`config.mk`:
```
export PLATFORM = sky130hd
export DESIGN_NAME = fwt_ctrl
export DESIGN_NICKNAME = d
export VERILOG_FILES = /design/src/hdl/fwt_pkg.sv /design/src/hdl/fwt_ctrl.sv
export SDC_FILE = /design/constraint.sdc
export NUM_CORES = 1
export LEC_CHECK = 0
export ABC_CLOCK_PERIOD_IN_PS = 5250
export BUFFER_PORTS_ARGS = -buffer_cell sky130_fd_sc_hd__buf_2
export CORE_MARGIN = 2
export CORE_UTILIZATION = 45
export DETAILED_ROUTE_END_ITERATION = 8
export PLACE_DENSITY_LB_ADDON = 0.25
export RECOVER_POWER = 25
export SLEW_MARGIN = 20
export SYNTH_ARGS = -nofsm -noshare
export SYNTH_HDL_FRONTEND = slang
export SYNTH_SLANG_ARGS = --single-unit
```
`constraint.sdc`:
```
create_clock -name clk -period 5.25 [get_ports clk]
set_input_delay 0.525 -clock clk [delete_from_list [all_inputs] [get_ports clk]]
set_output_delay 0.525 -clock clk [all_outputs]
set_load 0.01 [all_outputs]
```
`src/hdl/fwt_pkg.sv`:
```
package fwt_pkg;

    localparam int INDEX_W = 11;
    localparam int POS_W = INDEX_W + 1;
    localparam int DATA_W = 32;
    localparam int SIZE_W = 11;
    localparam int TDATA_W = 48;
    localparam int MAX_POSITIONS_DEF = 1024;

    localparam logic [SIZE_W-1:0] SIZE_RESET = 11'd1024;

    localparam logic CMD_ADD = 1'b0;
    localparam logic CMD_QUERY = 1'b1;

    typedef enum logic [3:0] {
        ST_CLEAR = 4'b0001,
        ST_IDLE  = 4'b0010,
        ST_WALK  = 4'b0100,
        ST_DRAIN = 4'b1000
    } state_t;

endpackage

```
`src/hdl/fwt_ctrl.sv`:
```
module fwt_ctrl #(
    parameter int MAX_POSITIONS = fwt_pkg::MAX_POSITIONS_DEF,
    parameter int AW = $clog2(MAX_POSITIONS)
) (
    input  logic                             clk,
    input  logic                             rst_n,
    input  logic [fwt_pkg::SIZE_W-1:0]       active_size,
    input  logic                             in_valid,
    output logic                             in_ready,
    input  logic                             in_cmd,
    input  logic [fwt_pkg::INDEX_W-1:0]      in_index,
    input  logic [fwt_pkg::DATA_W-1:0]       in_delta,
    output logic                             out_valid,
    input  logic                             out_ready,
    output logic [fwt_pkg::DATA_W-1:0]       out_sum,
    output logic                             mem_we,
    output logic [AW-1:0]                    mem_waddr,
    output logic [fwt_pkg::DATA_W-1:0]       mem_wdata,
    output logic                             mem_re,
    output logic [AW-1:0]                    mem_raddr,
    input  logic [fwt_pkg::DATA_W-1:0]       mem_rdata
);

    localparam int PW = fwt_pkg::POS_W;
    localparam int XW = (AW > PW) ? AW : PW;
    localparam logic [AW-1:0] LAST_ADDR = AW'(MAX_POSITIONS - 1);

    fwt_pkg::state_t state_reg, state_next;
    logic [AW-1:0] clr_cnt_reg, clr_cnt_next;
    logic rd_pend_reg, rd_pend_next;
    logic out_valid_reg, out_valid_next;
    logic cmd_reg, cmd_next;
    logic [PW-1:0] pos_reg, pos_next;
    logic [fwt_pkg::SIZE_W-1:0] lim_reg, lim_next;
    logic [fwt_pkg::DATA_W-1:0] delta_reg, delta_next;
    logic [fwt_pkg::DATA_W-1:0] acc_reg, acc_next;
    logic [fwt_pkg::DATA_W-1:0] sum_reg, sum_next;
    logic [AW-1:0] rd_addr_reg, rd_addr_next;

    logic [PW-1:0] low_bit;
    logic [PW-1:0] step;
    logic step_ok;
    logic [PW-1:0] pos_m1;
    logic [XW-1:0] pos_x;
    logic [AW-1:0] pos_addr;
    logic [fwt_pkg::DATA_W-1:0] acc_sum;
    logic [fwt_pkg::INDEX_W-1:0] q_index;
    logic out_free;

    assign low_bit = pos_reg & (~pos_reg + PW'(1));
    assign step = (cmd_reg == fwt_pkg::CMD_ADD) ? pos_reg + low_bit : pos_reg - low_bit;
    assign step_ok = (step != '0) && (step <= {1'b0, lim_reg});
    assign pos_m1 = pos_reg - PW'(1);
    assign pos_x = XW'(pos_m1);
    assign pos_addr = pos_x[AW-1:0];
    assign acc_sum = acc_reg + (rd_pend_reg ? mem_rdata : '0);
    assign q_index = (in_index > active_size) ? active_size : in_index;
    assign out_free = !out_valid_reg || out_ready;

    assign in_ready = (state_reg == fwt_pkg::ST_IDLE);
    assign out_valid = out_valid_reg;
    assign out_sum = sum_reg;
    assign mem_raddr = pos_addr;

    always_comb
    begin
        state_next = state_reg;
        clr_cnt_next = clr_cnt_reg;
        rd_pend_next = rd_pend_reg;
        out_valid_next = out_valid_reg;
        cmd_next = cmd_reg;
        pos_next = pos_reg;
        lim_next = lim_reg;
        delta_next = delta_reg;
        acc_next = acc_reg;
        sum_next = sum_reg;
        rd_addr_next = rd_addr_reg;
        mem_we = 1'b0;
        mem_waddr = rd_addr_reg;
        mem_wdata = mem_rdata + delta_reg;
        mem_re = 1'b0;

        if (out_valid_reg && out_ready)
        begin
            out_valid_next = 1'b0;
        end

        case (state_reg)
            fwt_pkg::ST_CLEAR:
            begin
                mem_we = 1'b1;
                mem_waddr = clr_cnt_reg;
                mem_wdata = '0;
                if (clr_cnt_reg == LAST_ADDR)
                begin
                    state_next = fwt_pkg::ST_IDLE;
                end
                else
                begin
                    clr_cnt_next = clr_cnt_reg + AW'(1);
                end
            end
            fwt_pkg::ST_IDLE:
            begin
                if (in_valid)
                begin
                    cmd_next = in_cmd;
                    delta_next = in_delta;
                    lim_next = active_size;
                    acc_next = '0;
                    rd_pend_next = 1'b0;
                    if (in_cmd == fwt_pkg::CMD_ADD)
                    begin
                        pos_next = {1'b0, in_index};
                        if (in_index != '0 && in_index <= active_size)
                        begin
                            state_next = fwt_pkg::ST_WALK;
                        end
                    end
                    else
                    begin
                        pos_next = {1'b0, q_index};
                        state_next = (q_index != '0) ? fwt_pkg::ST_WALK : fwt_pkg::ST_DRAIN;
                    end
                end
            end
            fwt_pkg::ST_WALK:
            begin
                mem_re = 1'b1;
                rd_pend_next = 1'b1;
                rd_addr_next = pos_addr;
                pos_next = step;
                if (rd_pend_reg)
                begin
                    if (cmd_reg == fwt_pkg::CMD_ADD)
                    begin
                        mem_we = 1'b1;
                    end
                    else
                    begin
                        acc_next = acc_sum;
                    end
                end
                if (!step_ok)
                begin
                    state_next = fwt_pkg::ST_DRAIN;
                end
            end
            fwt_pkg::ST_DRAIN:
            begin
                rd_pend_next = 1'b0;
                acc_next = acc_sum;
                if (cmd_reg == fwt_pkg::CMD_ADD)
                begin
                    mem_we = rd_pend_reg;
                    state_next = fwt_pkg::ST_IDLE;
                end
                else if (out_free)
                begin
                    out_valid_next = 1'b1;
                    sum_next = acc_sum;
                    state_next = fwt_pkg::ST_IDLE;
                end
            end
            default:
            begin
                state_next = fwt_pkg::ST_IDLE;
            end
        endcase
    end

    always_ff @(posedge clk or negedge rst_n)
    begin
        if (!rst_n)
        begin
            state_reg <= fwt_pkg::ST_CLEAR;
            clr_cnt_reg <= '0;
            rd_pend_reg <= 1'b0;
            out_valid_reg <= 1'b0;
            cmd_reg <= fwt_pkg::CMD_ADD;
        end
        else
        begin
            state_reg <= state_next;
            clr_cnt_reg <= clr_cnt_next;
            rd_pend_reg <= rd_pend_next;
            out_valid_reg <= out_valid_next;
            cmd_reg <= cmd_next;
        end
    end

    always_ff @(posedge clk)
    begin
        pos_reg <= pos_next;
        lim_reg <= lim_next;
        delta_reg <= delta_next;
        acc_reg <= acc_next;
        sum_reg <= sum_next;
        rd_addr_reg <= rd_addr_next;
    end

endmodule

```
# After elaboration in Yosys (flattened, before gate mapping)
# Index checks and enable logic that the tools add are counted.
# word_totals
word_cells	85
regBits	146
out_inout_bits	88
# classes
n_reduce_logical	17
order_cmp	3
n_bitwise	3
n_eq_ne	12
addsub	7
muxes	32
# ops
operator	count
$mux W32	5
$pmux W32 S3	1
$add A32 B32 Y32	2
$mux W4	8
$mux W12	2
$pmux W12 S2	1
$mux W11	2
$reduce_bool A11 Y1	2
$pmux W4 S4	1
$add A12 B1 Y12 const B	1
$add A12 B12 Y12	1
$and A12 B12 Y12	1
$le A12 B11 Y1	1
$not A12 Y12	1
$reduce_bool A12 Y1	1
$sub A12 B12 Y12	1
$gt A11 B11 Y1	1
$le A11 B11 Y1	1
$add A10 B1 Y10 const B	1
$eq A10 B10 Y1 const B	1
$mux W10	1
$ne A2 B2 Y1 const B	5
$sub A10 B1 Y10 const B	1
$mux W1	9
17 further kinds	23

# Logic depth before layout (Yosys ltp)
# Gate-level depths: netlist (run 1).
# logic_depth
ltp_word	9
depth_mapped	23
depth_no_buf	21

# Worst setup path after synthesis (run 1)
# Ideal clock, no wire load.
# synth_path
path_type	reg2reg
startpoint	reg pos_reg[0]
endpoint	reg state_reg[2]
arrival_time_ns	3.788
setup_time_ns	0.121
period_less_slack_ns	3.909
required_ns	5.129
slack_ns	1.341
n_path_buf	2
path_stages_with_launch	23
cell_sequence	edfxtp_1 buf_6 inv_1 ha_1 clkbuf_1 nor3_1 o21ai_0 o311ai_0 ha_1 o21ai_2 a21oi_2 o21a_1 or3_1 and2_2 ha_1 and3_1 and3_1 nand3_1 o21ai_0 a31oi_1 nor2_1 o211a_1 a21o_1
# synth_between
elab_chain_len	9
elab_cells_between_ends	11
cone_classes	add/sub (3); order compare (1); eq/ne (1); mux (1); bitwise (2); reduce/logical (3)
# synth_rtl
element	line_no	text
start, declared	fwt_ctrl.sv:33	logic [PW-1:0] pos_reg, pos_next;
start signal, assigned	fwt_ctrl.sv:194	pos_reg <= pos_next;
$not A12 Y12	fwt_ctrl.sv:50	assign low_bit = pos_reg & (~pos_reg + PW'(1));
$add A12 B1 Y12	fwt_ctrl.sv:50	
$and A12 B12 Y12	fwt_ctrl.sv:50	
$add A12 B12 Y12 / $sub A12 B12 Y12 (equally long branches)	fwt_ctrl.sv:51	assign step = (cmd_reg == fwt_pkg::CMD_ADD) ? pos_reg + low_bit : pos_reg - low_bit;
$mux W12 *	fwt_ctrl.sv:51	
$le A12 B11 Y1 / $reduce_bool A12 Y1 (equally long branches)	fwt_ctrl.sv:52	assign step_ok = (step != '0) && (step <= {1'b0, lim_reg});
$logic_and A1 B1 Y1 *	fwt_ctrl.sv:52	
$ne A2 B2 Y1 (no source line) *	n/a	
$reduce_and A5 Y1 (no source line) *	n/a	
end signal, assigned	fwt_ctrl.sv:176	state_reg <= fwt_pkg::ST_CLEAR;
end signal, assigned	fwt_ctrl.sv:184	state_reg <= state_next;
end, declared	fwt_ctrl.sv:28	fwt_pkg::state_t state_reg, state_next;
# Mark *: on every way between the ends. The rest lies on a longest branch, timed or not.
# A chain may end at the register's enable or synchronous reset.

# Final worst setup path (run 1)
# layout_path
startpoint	reg pos_reg[3]
endpoint	reg state_reg[2]
# The elaborated chain is that of the path after synthesis.

==> parameters.txt, run 1 <==
Parameter                              Value

Outcome
  Outcome    finished, final reports clean

Placement
  Post-detail-place hpwl    21040 um
  Placed Instances    1515
  Post-DP Area    0.01167 mm^2
  Global placement routability congestion    0.8789
  Count of input and output buffers    178

STA
  Hold violation count in the final report    0
  Hold Slack    0.2227 ns
  Setup repair after global routing missed its margin    false
  Worst relative slew slack    30.24%
  FMAX    231.1 MHz
  Least-Margin Pin Slew    1.044 ns
  Number of slew-limit violations in the final report    0
  Number of endpoints failing setup at the final stage    0
  Min Tclk post-route    4.327 ns
  Period utilization    82.43%
  Max Clock Skew    0.01458 ns
  Final TNS setup    0 ns

Pwr
  Static Leakage    5.249 nW
  Maximum vdd ir drop    222.4 uV
  Total power divided by cell area    535.3 mW/mm^2

Cells and area
  Post-layout instance area    0.01215 mm^2
  Final cell count without fillers    1548
  Layout Nets    1440
  Area delta synth->final    16.10%
  Util after Layout    53.52%
  Share of post-route cells with drive strength above 1    15.93%

Global route
  Number of global-route vias before repair    8392
  Overall routing resource usage    22.76%
  Maximum number of pins on one net before global-route repair    45
  Global-route wire length before repair    43450 um
  Residual overflow from global routing    0
  Antenna violations before repair    1

Setup path
  Worst Reg2Reg Path Length in Cells    19
  Crit path cell chain    or3_4, nand4b_1, nand4_1, nor2b_1, nor2_1, xor2_1, ha_1, and3_1, a21o_1, o41ai_2, xnor2_1, ha_1, and4_1, nand3_1, o21ai_0, a31oi_1, nor2_1, o211a_1, a21o_1
  Worst r2r src    pos_reg[3]$_DFFE_PP_
  Largest stage delay on the critical path    0.51 ns
  Reg-to-reg critical path endpoint    state_reg[2]$_DFFE_PN0P_
  Type of the setup path with the least slack    reg -> reg
  Critical Path AT    4.64 ns
  Crit start category    register
  Worst setup EP type    register
  Reg2Reg Setup Slack    0.92 ns
  Start point of the critical path    pos_reg[3]$_DFFE_PP_
  Worst-path fanout max    7
  Cell with the largest stage delay on the worst path    sky130_fd_sc_hd__edfxtp_1
  Required time at the worst-slack endpoint    5.57 ns

Clock tree
  Cell chosen for the clock root    sky130_fd_sc_hd__clkbuf_16
  Clock Latency Late Sink    0.44 ns
  # hold bufs at CTS    0
  Clock transition at path regs    0.07 ns
  Clock Path Buffers    2
  TritonCTS clock tree    yes
  Number of setup buffers added after CTS    0
  Maximum level of the CTS H-tree    4
  Num CTS Buffers    17
  TritonCTS Sinks    146
  Resized cells post-CTS    0

Job
  Number of max-capacitance violations reported    0

Floorplanning
  Initial Util    46.10%
  Area of the die    0.02450 mm^2
  Site Rows    55
  Die extent in x    156.5 um
  Core Box Area    0.02271 mm^2
  I/O pin count    179
  Chip Height    156.5 um

Drt
  Routed vias/inst    5.615
  Aggregate routed wire length    27490 um
  DR iter-0 viols    508
  Via Count    8692
  Router iterations before antenna repair    5
  Avg WL per Cell    17.76 um
  Final routed DRC violation total    0
  DRT antenna net count    0

Synthesis
  EDFF count, synth    129
  Proportion of netlist area held by the largest area contributor    37.00%
  Biggest area consumer among synthesized cells    sky130_fd_sc_hd__edfxtp_1
  Post-synthesis register bit count    146
  Top flip-flop cell by instance count after synthesis    sky130_fd_sc_hd__edfxtp_1
  Most area-consuming cells after synthesis    sky130_fd_sc_hd__edfxtp_1 (37%), sky130_fd_sc_hd__ha_1 (12%), sky130_fd_sc_hd__dfrtp_1 (3.8%)
  Post-synthesis sequential area ratio    41.08%
  Total standard cell area after synthesis    0.01047 mm^2
  Asr flop ratio synth    11.64%
  Number of warnings printed during yosys synthesis    0
  Number of distinct library cell variants in the gate-level netlist after synthesis    80
  Average cell area after synthesis    9.757 um^2
  Number of instances in the synthesized netlist    1073
  Syn nets    1264

Min path
  Hold crit path type    in -> async
-- through the flow --
step                      total power, mW  setup slack (ns)
after CTS                           6.516            0.9609
after global routing                7.002            0.5883
after floorplan                     4.376             1.341
final                               6.506            0.9227
after detailed placement            5.353             1.001
after global placement              5.299             1.097
-- how the worst max path moves through the flow --
stage                                           to  slack, ns  depth (start not counted)
after floorplan           state_reg[2]$_DFFE_PN0P_       1.34                         22
after global placement    state_reg[2]$_DFFE_PN0P_       1.10                         19
after detailed placement  state_reg[2]$_DFFE_PN0P_       1.00                         19
after CTS                 state_reg[2]$_DFFE_PN0P_       0.96                         19
after global routing      state_reg[2]$_DFFE_PN0P_       0.59                         20
final                     state_reg[2]$_DFFE_PN0P_       0.92                         19
-- cell usage in the layout (no fill, tap or decap), types with 29 or more instances in the layout --
cell                         n
sky130_fd_sc_hd__xnor2_1    39
sky130_fd_sc_hd__inv_1      58
sky130_fd_sc_hd__o21ai_0    56
sky130_fd_sc_hd__buf_2     136
sky130_fd_sc_hd__a21oi_1    66
sky130_fd_sc_hd__nand2_1   102
sky130_fd_sc_hd__nor2_1     72
sky130_fd_sc_hd__clkbuf_1   42
sky130_fd_sc_hd__xor2_1     32
sky130_fd_sc_hd__ha_1       98
sky130_fd_sc_hd__edfxtp_1  129
sky130_fd_sc_hd__nand3_1    29
sky130_fd_sc_hd__and2_1     62
-- logic make-up (layout without fill, tap and decap cells) --
group	Yosys count	count (layout)	synth area share, %
flops	146	146	41.08
buf+inv	86	275	3.251
compound gates	258	258	16.36
simple gates	395	395	19.62
fa+ha+maj	100	100	12.10
mux	17	17	1.649
xor+xnor	71	71	5.940
other cells	0	1	0
-- cell usage after synthesis, types with 3 or more instances --
| cell | n |
|---|---|
| sky130_fd_sc_hd__nand2_1 | 102 |
| sky130_fd_sc_hd__a211oi_1 | 12 |
| sky130_fd_sc_hd__nand4b_1 | 3 |
| sky130_fd_sc_hd__nand2b_1 | 9 |
| sky130_fd_sc_hd__nand4_1 | 11 |
| sky130_fd_sc_hd__o211ai_1 | 9 |
| sky130_fd_sc_hd__o22ai_1 | 3 |
| sky130_fd_sc_hd__o2111ai_1 | 3 |
| sky130_fd_sc_hd__o31a_1 | 4 |
| sky130_fd_sc_hd__o21a_1 | 19 |
| sky130_fd_sc_hd__nor4_1 | 10 |
| sky130_fd_sc_hd__nor2_1 | 72 |
| sky130_fd_sc_hd__and3_1 | 12 |
| sky130_fd_sc_hd__and4_1 | 5 |
| sky130_fd_sc_hd__a21oi_1 | 67 |
| sky130_fd_sc_hd__mux2i_1 | 15 |
| sky130_fd_sc_hd__o31ai_1 | 7 |
| sky130_fd_sc_hd__nand3_1 | 29 |
| sky130_fd_sc_hd__edfxtp_1 | 129 |
| sky130_fd_sc_hd__a21o_1 | 21 |
| sky130_fd_sc_hd__nand3b_1 | 5 |
| sky130_fd_sc_hd__o21ai_0 | 56 |
| sky130_fd_sc_hd__nor3_1 | 26 |
| sky130_fd_sc_hd__or3_1 | 7 |
| sky130_fd_sc_hd__o21bai_1 | 4 |
| sky130_fd_sc_hd__clkbuf_1 | 22 |
| sky130_fd_sc_hd__xnor2_1 | 39 |
| sky130_fd_sc_hd__nor4b_1 | 3 |
| sky130_fd_sc_hd__a311oi_1 | 4 |
| sky130_fd_sc_hd__a31oi_1 | 12 |
| sky130_fd_sc_hd__nor2b_1 | 17 |
| sky130_fd_sc_hd__nor3b_1 | 7 |
| sky130_fd_sc_hd__or2_2 | 3 |
| sky130_fd_sc_hd__and2_1 | 63 |
| sky130_fd_sc_hd__a21boi_0 | 5 |
| sky130_fd_sc_hd__xor2_1 | 32 |
| sky130_fd_sc_hd__dfrtp_1 | 16 |
| sky130_fd_sc_hd__inv_1 | 59 |
| sky130_fd_sc_hd__ha_1 | 98 |
-- where the power goes --
| part | switching [mW] | internal, mW | leakage (nW) |
|---|---|---|---|
| registers | 0.170 | 1.69 | 1.44 |
| logic | 2.11 | 1.40 | 3.56 |
| clock network | 0.533 | 0.607 | 0.255 |
| total | 2.81 | 3.70 | 5.25 |
-- critical path, delay by kind of cell (launching register included) --
kind | cells | cell delay [ns]
AOI/OAI and AO/OA | 6 | 1.05
xor gates and xnor gates | 2 | 0.41
adders and majority gates | 2 | 0.60
DFF | 1 | 0.51
and+or+nand+nor | 9 | 1.64
-- routing by layer --
layer,vias up,global-route usage [%],wire length [um]
met2,240,36.23,12520
met5,-,0,0
met4,0,6.772,436
li1,4315,-,-
met3,35,4.209,1343
met1,4102,31.67,13180
-- area by class of cell --
cell class / count / area [um^2]
Antenna cell: 1 / 2.502
Clock buffer: 17 / 425.4
Clock inverter: 15 / 110.1
Fill cell: 2085 / 10560
Inverter: 59 / 222.7
Multi-Input combinational cell: 841 / 5853
Sequential cell: 146 / 4300
Tap cell: 285 / 356.6
Timing Repair Buffer: 184 / 883.3
(Power assumes the default switching activity.)
==> inputs of run 2 (changes only) <==
--- a/config.mk
+++ b/config.mk
@@ -5,7 +5,7 @@
 export SDC_FILE = /design/constraint.sdc
 export NUM_CORES = 1
 export LEC_CHECK = 0
-export ABC_CLOCK_PERIOD_IN_PS = 5250
+export ABC_CLOCK_PERIOD_IN_PS = 4100
 export BUFFER_PORTS_ARGS = -buffer_cell sky130_fd_sc_hd__buf_2
 export CORE_MARGIN = 2
 export CORE_UTILIZATION = 45
==> constraint.sdc (replaced) <==
create_clock -name clk -period 4.1 [get_ports clk]
set_input_delay 0.41 -clock clk [delete_from_list [all_inputs] [get_ports clk]]
set_output_delay 0.41 -clock clk [all_outputs]
set_load 0.01 [all_outputs]
==> run 2 against run 1 <==
Compared with the run above: worst hold slack worse by 0.069 ns; first-iteration DRC count rose by 30%; die area unchanged; combinational power is 38% higher; non-clock buffer count up 28; global-route usage down 0.068 points; critical path type unchanged; critical path depth is the same; clock-buffer cell count up 2; maximum frequency increased by 7.6%; power rose by 34%; largest cell class unchanged; sequential cell count is the same; final cell count up 1.7%.
==> parameters.txt, run 2 (same netlist as run 1, synthesis figures left out) <==
Parameter                              Value

Drt
  DRT antenna net count    0
  Routed vias/inst    5.627
  Aggregate routed wire length    27750 um
  Final routed DRC violation total    0
  Router iterations before antenna repair    5
  Via Count    8862
  DR iter-0 viols    659
  Avg WL per Cell    17.62 um

Global route
  Global-route wire length before repair    43650 um
  Maximum number of pins on one net before global-route repair    45
  Number of global-route vias before repair    8464
  Overall routing resource usage    22.70%
  Antenna violations before repair    0
  Residual overflow from global routing    0

Setup path
  Reg2Reg Setup Slack    0.08 ns
  Crit start category    register
  Worst setup EP type    register
  Worst Reg2Reg Path Length in Cells    19
  Crit path cell chain    or3_4, nand4b_1, nand4_1, nor2b_1, nor2_1, xor2_1, ha_1, and3_4, a21o_1, o41ai_4, xnor2_2, ha_1, and4_1, nand3_1, o21ai_0, a31oi_1, nor2_1, o211a_1, a21o_1
  Cell with the largest stage delay on the worst path    sky130_fd_sc_hd__or3_4
  Type of the setup path with the least slack    reg -> reg
  Required time at the worst-slack endpoint    4.40 ns
  Critical Path AT    4.32 ns
  Reg-to-reg critical path endpoint    state_reg[2]$_DFFE_PN0P_
  Worst r2r src    pos_reg[3]$_DFFE_PP_
  Largest stage delay on the critical path    0.46 ns
  Worst-path fanout max    6

Floorplanning
  Site Rows    55
  Initial Util    46.10%
  Area of the die    0.02450 mm^2
  Core Box Area    0.02271 mm^2
  Chip Height    156.5 um
  Die extent in x    156.5 um
  I/O pin count    179

Cells and area
  Area delta synth->final    19.78%
  Share of post-route cells with drive strength above 1    21.24%
  Number of diodes added for antenna fixing    0
  Filler cells    2000
  Layout Nets    1468
  Leading cell types in the layout, fill and taps excluded    sky130_fd_sc_hd__buf_2 (166), sky130_fd_sc_hd__edfxtp_1 (129), sky130_fd_sc_hd__nand2_1 (102)
  Most common library cell in the layout ignoring fill and taps    sky130_fd_sc_hd__buf_2

Outcome
  Outcome    finished, final reports clean

Clock tree
  Clock Path Buffers    2
  Clock transition at path regs    0.07 ns
  TritonCTS Sinks    146
  Clock Latency Late Sink    0.43 ns
  TritonCTS clock tree    yes
  Num CTS Buffers    17
  Cell chosen for the clock root    sky130_fd_sc_hd__clkbuf_16
  Maximum level of the CTS H-tree    4

Pwr
  Relative contribution of sequential cells to total power    26.9%
  Combinational fraction of design power    55.4%
  Design Power    8.746 mW
  Maximum vdd ir drop    325.9 uV
  Power share of the clock group    17.7%
  Internal power    5.091 mW
  Share of total power consumed by net switching    41.80%
  Static Leakage    5.491 nW
  Net Switching    3.656 mW
  Total power divided by cell area    697.5 mW/mm^2

STA
  Number of slew-limit violations in the final report    0
  Hold violation count in the final report    0
  FMAX    248.6 MHz
  Hold Slack    0.1533 ns
  Least-Margin Pin Slew    1.009 ns
  Worst relative slew slack    32.74%
  Number of endpoints failing setup at the final stage    0
  Setup repair after global routing missed its margin    true
  Period utilization    98.10%
  Max Clock Skew    0.01410 ns
  Min Tclk post-route    4.022 ns

Min path
  Endpoint, Worst Hold    delta_reg[9]$_DFFE_PP_
  Hold crit path type    in -> reg
  Worst Hold Depth    1
  Source of the worst hold timing path    in_delta[9]

Placement
  Count of input and output buffers    178
  Global placement routability congestion    0.9146
  Post-detail-place hpwl    21120 um

Job
  Number of max-capacitance violations reported    0
[run 2: changes by cell type in the layout (fill, tap and decap cells not counted), moves of 3 or more]
cell / before / now
sky130_fd_sc_hd__buf_2: 136 / 166
sky130_fd_sc_hd__clkbuf_1: 42 / 14
sky130_fd_sc_hd__buf_4: 6 / 32
sky130_fd_sc_hd__clkinv_4: 4 / 0
sky130_fd_sc_hd__ha_1: 98 / 95
[run 2: per-stage QoR]
step / worst slack (ns) / cell area, um^2 / util, % / instances / setup TNS (ns)
2_1_floorplan: 0.1909 / 10470 / - / 1073 / 0
3_3_place_gp: 0.1898 / 11820 / 52.04 / 1535 / 0
3_5_place_dp: 0.1102 / 11820 / 52.04 / 1535 / 0
4_1_cts: 0.01519 / 12390 / 54.57 / 1568 / 0
5_1_grt: -0.1568 / 12540 / 55.22 / 1575 / -0.2546
6_report: 0.07806 / 12540 / 55.22 / 1575 / 0
[run 2: worst max path at each step]
stage	start	end	slack, ns	cells after the start
3_5_place_dp	pos_reg[4]$_DFFE_PP_	state_reg[2]$_DFFE_PN0P_	0.11	18
6_report	pos_reg[3]$_DFFE_PP_	state_reg[2]$_DFFE_PN0P_	0.08	19
5_1_grt	pos_reg[3]$_DFFE_PP_	state_reg[2]$_DFFE_PN0P_	-0.16	19
3_3_place_gp	pos_reg[1]$_DFFE_PP_	state_reg[2]$_DFFE_PN0P_	0.19	20
4_1_cts	delta_reg[0]$_DFFE_PP_	mem_wdata[30]	0.02	12
2_1_floorplan	pos_reg[0]$_DFFE_PP_	state_reg[2]$_DFFE_PN0P_	0.19	22
[run 2: per-layer routing]
layer | part of all wire (%) | track usage [%] | vias up
li1 | - | - | 4372
met1 | 48 | 31.57 | 4185
met2 | 45 | 36.33 | 276
met3 | 5.0 | 3.794 | 29
met4 | 1.8 | 6.946 | 0
met5 | 0 | 0 | -
[run 2: power groups by stage]
stage	sequential, mW	clock [mW]	combinational (mW)
after CTS	2.35	1.57	4.65
after global routing	2.39	1.63	5.38
after floorplan	2.32	0	3.28
after detailed placement	2.38	0	4.61
after global placement	2.37	0	4.56
final	2.36	1.55	4.84
[run 2: worst max-delay path: cells and delay by family, from the launching register on]
family | cells | cell delay, ns
adders and majority gates | 2 | 0.58
xor gates and xnor gates | 2 | 0.35
and+or+nand+nor | 9 | 1.54
DFF | 1 | 0.40
AOI/OAI and AO/OA | 6 | 1.00
[run 2: final cells by class]
cell class              instances  area, um^2  share of cell area, %
clock buffers                  19       432.9                  3.452
clock inverters                13       132.6                  1.058
inverters                      59       222.7                  1.776
multi-input cells             841        5957                  47.51
flip-flops and latches        146        4300                  34.29
well taps                     285       356.6                  2.844
repair buffers                212        1137                  9.070
[run 2: timing repair]
action	CTS	global route
setup buffers	0	7
endpoints found under the setup margin	0	5
gates resized for setup	0	24
hold buffers	1	0
endpoints found under the hold margin	16	0
==> inputs of run 3 (changes only) <==
--- a/config.mk
+++ b/config.mk
@@ -5,6 +5,7 @@
 export SDC_FILE = /design/constraint.sdc
 export NUM_CORES = 1
 export LEC_CHECK = 0
+export ABC_AREA = 1
 export ABC_CLOCK_PERIOD_IN_PS = 4100
 export BUFFER_PORTS_ARGS = -buffer_cell sky130_fd_sc_hd__buf_2
 export CORE_MARGIN = 2
==> run 3 against run 2 <==
Compared with the run above: sequential share of layout area decreased by 2.1 points; synthesized cell count increased by 36%; cell area grew 6.5%; worst hold slack got worse by 0.0073 ns; die area increased by 8.1%; combinational power up 32%; sequential power is 8% higher; non-clock buffer count decreased by 18; highest routed layer is now met5.
==> parameters.txt, run 3 <==
Parameter                              Value

Outcome
  Outcome    finished, final reports clean

Setup path
  Largest stage delay on the critical path    0.44 ns
  Type of the setup path with the least slack    reg -> reg
  Worst-path fanout max    8
  Critical Path Most Common Cell    sky130_fd_sc_hd__nand2_1
  Crit start category    register
  Required time at the worst-slack endpoint    4.42 ns
  Cell with the largest stage delay on the worst path    sky130_fd_sc_hd__edfxtp_1
  Critical Path AT    4.12 ns
  Worst setup EP type    register

Synthesis
  Total standard cell area after synthesis    0.01134 mm^2
  Most area-consuming cells after synthesis    sky130_fd_sc_hd__edfxtp_1 (34%), sky130_fd_sc_hd__nand2_1 (11%), sky130_fd_sc_hd__ha_1 (11%)
  Proportion of netlist area held by the largest area contributor    34.15%
  Largest family of logic cells by synthesized area    simple AND/OR/NAND/NOR gates
  Asr flop ratio synth    11.64%
  EDFF count, synth    129
  Post-synthesis xor/xnor area fraction    4.633%
  Portion of netlist area occupied by mux cells    0%
  List of most frequent post-synthesis cells    sky130_fd_sc_hd__nand2_1 (337), sky130_fd_sc_hd__inv_1 (256), sky130_fd_sc_hd__nor2_1 (159)
  Top flip-flop cell by instance count after synthesis    sky130_fd_sc_hd__edfxtp_1
  Post-synthesis sequential area ratio    37.92%
  Biggest area consumer among synthesized cells    sky130_fd_sc_hd__edfxtp_1
  Number of warnings printed during yosys synthesis    0
  Synthesized-area fraction occupied by adder cells    11.16%
  Library cell with the highest instance count after synthesis    sky130_fd_sc_hd__nand2_1
  Number of instances in the synthesized netlist    1464
  Number of distinct library cell variants in the gate-level netlist after synthesis    51
  Average cell area after synthesis    7.747 um^2
  Syn nets    1655
  Post-synthesis register bit count    146
  Post-synthesis share of cell area spent on and, or, nand and nor gates    24.60%
  Compound-cell area share of the yosys netlist    12.34%

Placement
  Count of input and output buffers    178
  Global placement routability congestion    0.9933
  Placed Instances    1966
  Post-detail-place hpwl    26280 um

Clock tree
  Clock Path Buffers    2
  Maximum level of the CTS H-tree    4
  Clock Latency Late Sink    0.44 ns
  Cell chosen for the clock root    sky130_fd_sc_hd__clkbuf_16
  Num CTS Buffers    17
  TritonCTS clock tree    yes
  Clock transition at path regs    0.07 ns
  TritonCTS Sinks    146

Cells and area
  Area delta synth->final    17.78%
  Util after Layout    53.51%
  Share of post-route cells with drive strength above 1    17.28%
  Final cell count without fillers    2003
  Most common library cell in the layout ignoring fill and taps    sky130_fd_sc_hd__nand2_1
  Leading cell types in the layout, fill and taps excluded    sky130_fd_sc_hd__nand2_1 (337), sky130_fd_sc_hd__inv_1 (254), sky130_fd_sc_hd__buf_2 (162)
  Layout Nets    1850
  Combined flip-flop and latch cell area    0.004300 mm^2
  Area of combinational cells with multiple inputs    0.006083 mm^2
  Filler cells    2460

Global route
  Maximum number of pins on one net before global-route repair    38
  Number of global-route vias before repair    9771
  Residual overflow from global routing    0
  Antenna violations before repair    4
  Global-route wire length before repair    50870 um
  Met3 track demand over resource in global routing    4.813%
  Routing layer with the top usage in global route    met2
  Overall routing resource usage    24.81%
  Routing usage on met1    34.67%
  Global Route met2 Usage    39.71%

Floorplanning
  I/O pin count    179
  Area of the die    0.02649 mm^2
  Site Rows    58
  Core Box Area    0.02496 mm^2
  Chip Height    162.8 um
  Initial Util    45.43%
  Die extent in x    162.8 um

Drt
  Final routed DRC violation total    0
  DRT antenna net count    0
  Router iterations before antenna repair    5
  Routed vias/inst    5.113
  Aggregate routed wire length    32520 um
  DR iter-0 viols    769
  Avg WL per Cell    16.24 um
  Via Count    10241

STA
  Max Clock Skew    0.01164 ns
  Number of slew-limit violations in the final report    0
  Least-Margin Pin Slew    1.014 ns
  Min Tclk post-route    3.795 ns
  Worst relative slew slack    32.23%
  FMAX    263.5 MHz
  Hold violation count in the final report    0
  Number of endpoints failing setup at the final stage    0
  Period utilization    92.57%
  Hold Slack    0.1460 ns

Pwr
  Maximum vdd ir drop    329.0 uV
  Design Power    10.51 mW
  Total power divided by cell area    787.0 mW/mm^2
  Static Leakage    6.673 nW

Job
  Number of max-capacitance violations reported    0

Min path
  Hold crit path type    in -> reg
-- run 3: changes by cell type in the layout (fill, tap and decap cells not counted), sizes merged, moves of 14 or more --
cell / before / now
nor2b: 17 / 0
xnor2: 39 / 16
buf: 199 / 177
a21oi: 69 / 98
and2: 64 / 1
nand2: 102 / 353
inv: 61 / 267
nand3: 29 / 60
mux2i: 15 / 0
o21ai: 59 / 89
a21o: 21 / 7
nor2: 72 / 173
-- run 3: final timing paths --
| path | from | end | slack (ns) | cells after the start |
|---|---|---|---|---|
| hold reg to reg | clr_cnt_reg[6]$_DFFE_PN0P_ | clr_cnt_reg[6]$_DFFE_PN0P_ | 0.52 | 1 |
| min in group asynchronous | rst_n | clr_cnt_reg[9]$_DFFE_PN0P_ | 0.67 | 2 |
| max in group asynchronous | rst_n | out_valid$_DFF_PN0_ | 2.82 | 2 |
| hold / removal | in_delta[15] | delta_reg[15]$_DFFE_PP_ | 0.15 | 1 |
| setup / recovery | pos_reg[0]$_DFFE_PP_ | state_reg[3]$_DFFE_PN0P_ | 0.30 | 30 |
| setup reg to reg | pos_reg[0]$_DFFE_PP_ | state_reg[3]$_DFFE_PN0P_ | 0.30 | 30 |
-- run 3: critical path, delay by kind of cell (launching register included) --
family | cells | cell delay [ns]
fa+ha+maj | 3 | 0.87
flops | 1 | 0.44
simple gates | 14 | 0.88
xor+xnor | 2 | 0.34
compound gates | 5 | 0.73
buf+inv | 6 | 0.41
-- run 3: logic make-up (layout without fill, tap and decap cells) --
family | after synthesis | in the layout
xor gates and xnor gates | 60 | 60
and+or+nand+nor | 637 | 637
DFF | 146 | 146
adders and majority gates | 100 | 100
buffers and inverters | 280 | 488
AOI/OAI and AO/OA | 241 | 241
other | 0 | 1
-- run 3: final cells by class --
cell class | count | area share, %
Multi-Input combinational cell | 1038 | 45.54
Sequential cell | 146 | 32.19
Timing Repair Buffer | 194 | 7.437
Inverter | 262 | 7.380
Clock buffer | 18 | 3.213
Tap cell | 330 | 3.091
Clock inverter | 14 | 1.133
Antenna cell | 1 | 0.01873
-- run 3: where the power goes --
| part | internal, mW | switching [mW] | leakage [nW] |
|---|---|---|---|
| registers | 2.33 | 0.225 | 1.43 |
| clock network | 0.904 | 0.680 | 0.283 |
| logic | 2.20 | 4.18 | 4.96 |
| total | 5.43 | 5.08 | 6.67 |
-- run 3: metal layers --
layer	wire (um)	vias to the layer above
met1	15260	4675
met2	14660	318
met5	34	-
li1	-	5198
met4	593	6
met3	1970	44
-- run 3: through the flow --
stage	TNS (ns)	setup WS (ns)	area [um^2]
finish	0	0.3045	13360
global route	-0.01437	-0.01437	13360
CTS	0	0.08357	13280
detailed placement	0	0.1261	12690
global placement	0	0.1855	12690
floorplan	0	0.4268	11340
-- run 3: timing repair --
action                                 4_1_cts  5_1_grt
gates resized for setup                      0       17
setup buffers                                0        3
hold buffers                                 1        0
setup endpoints to repair                    0        3
endpoints found under the hold margin       16        0
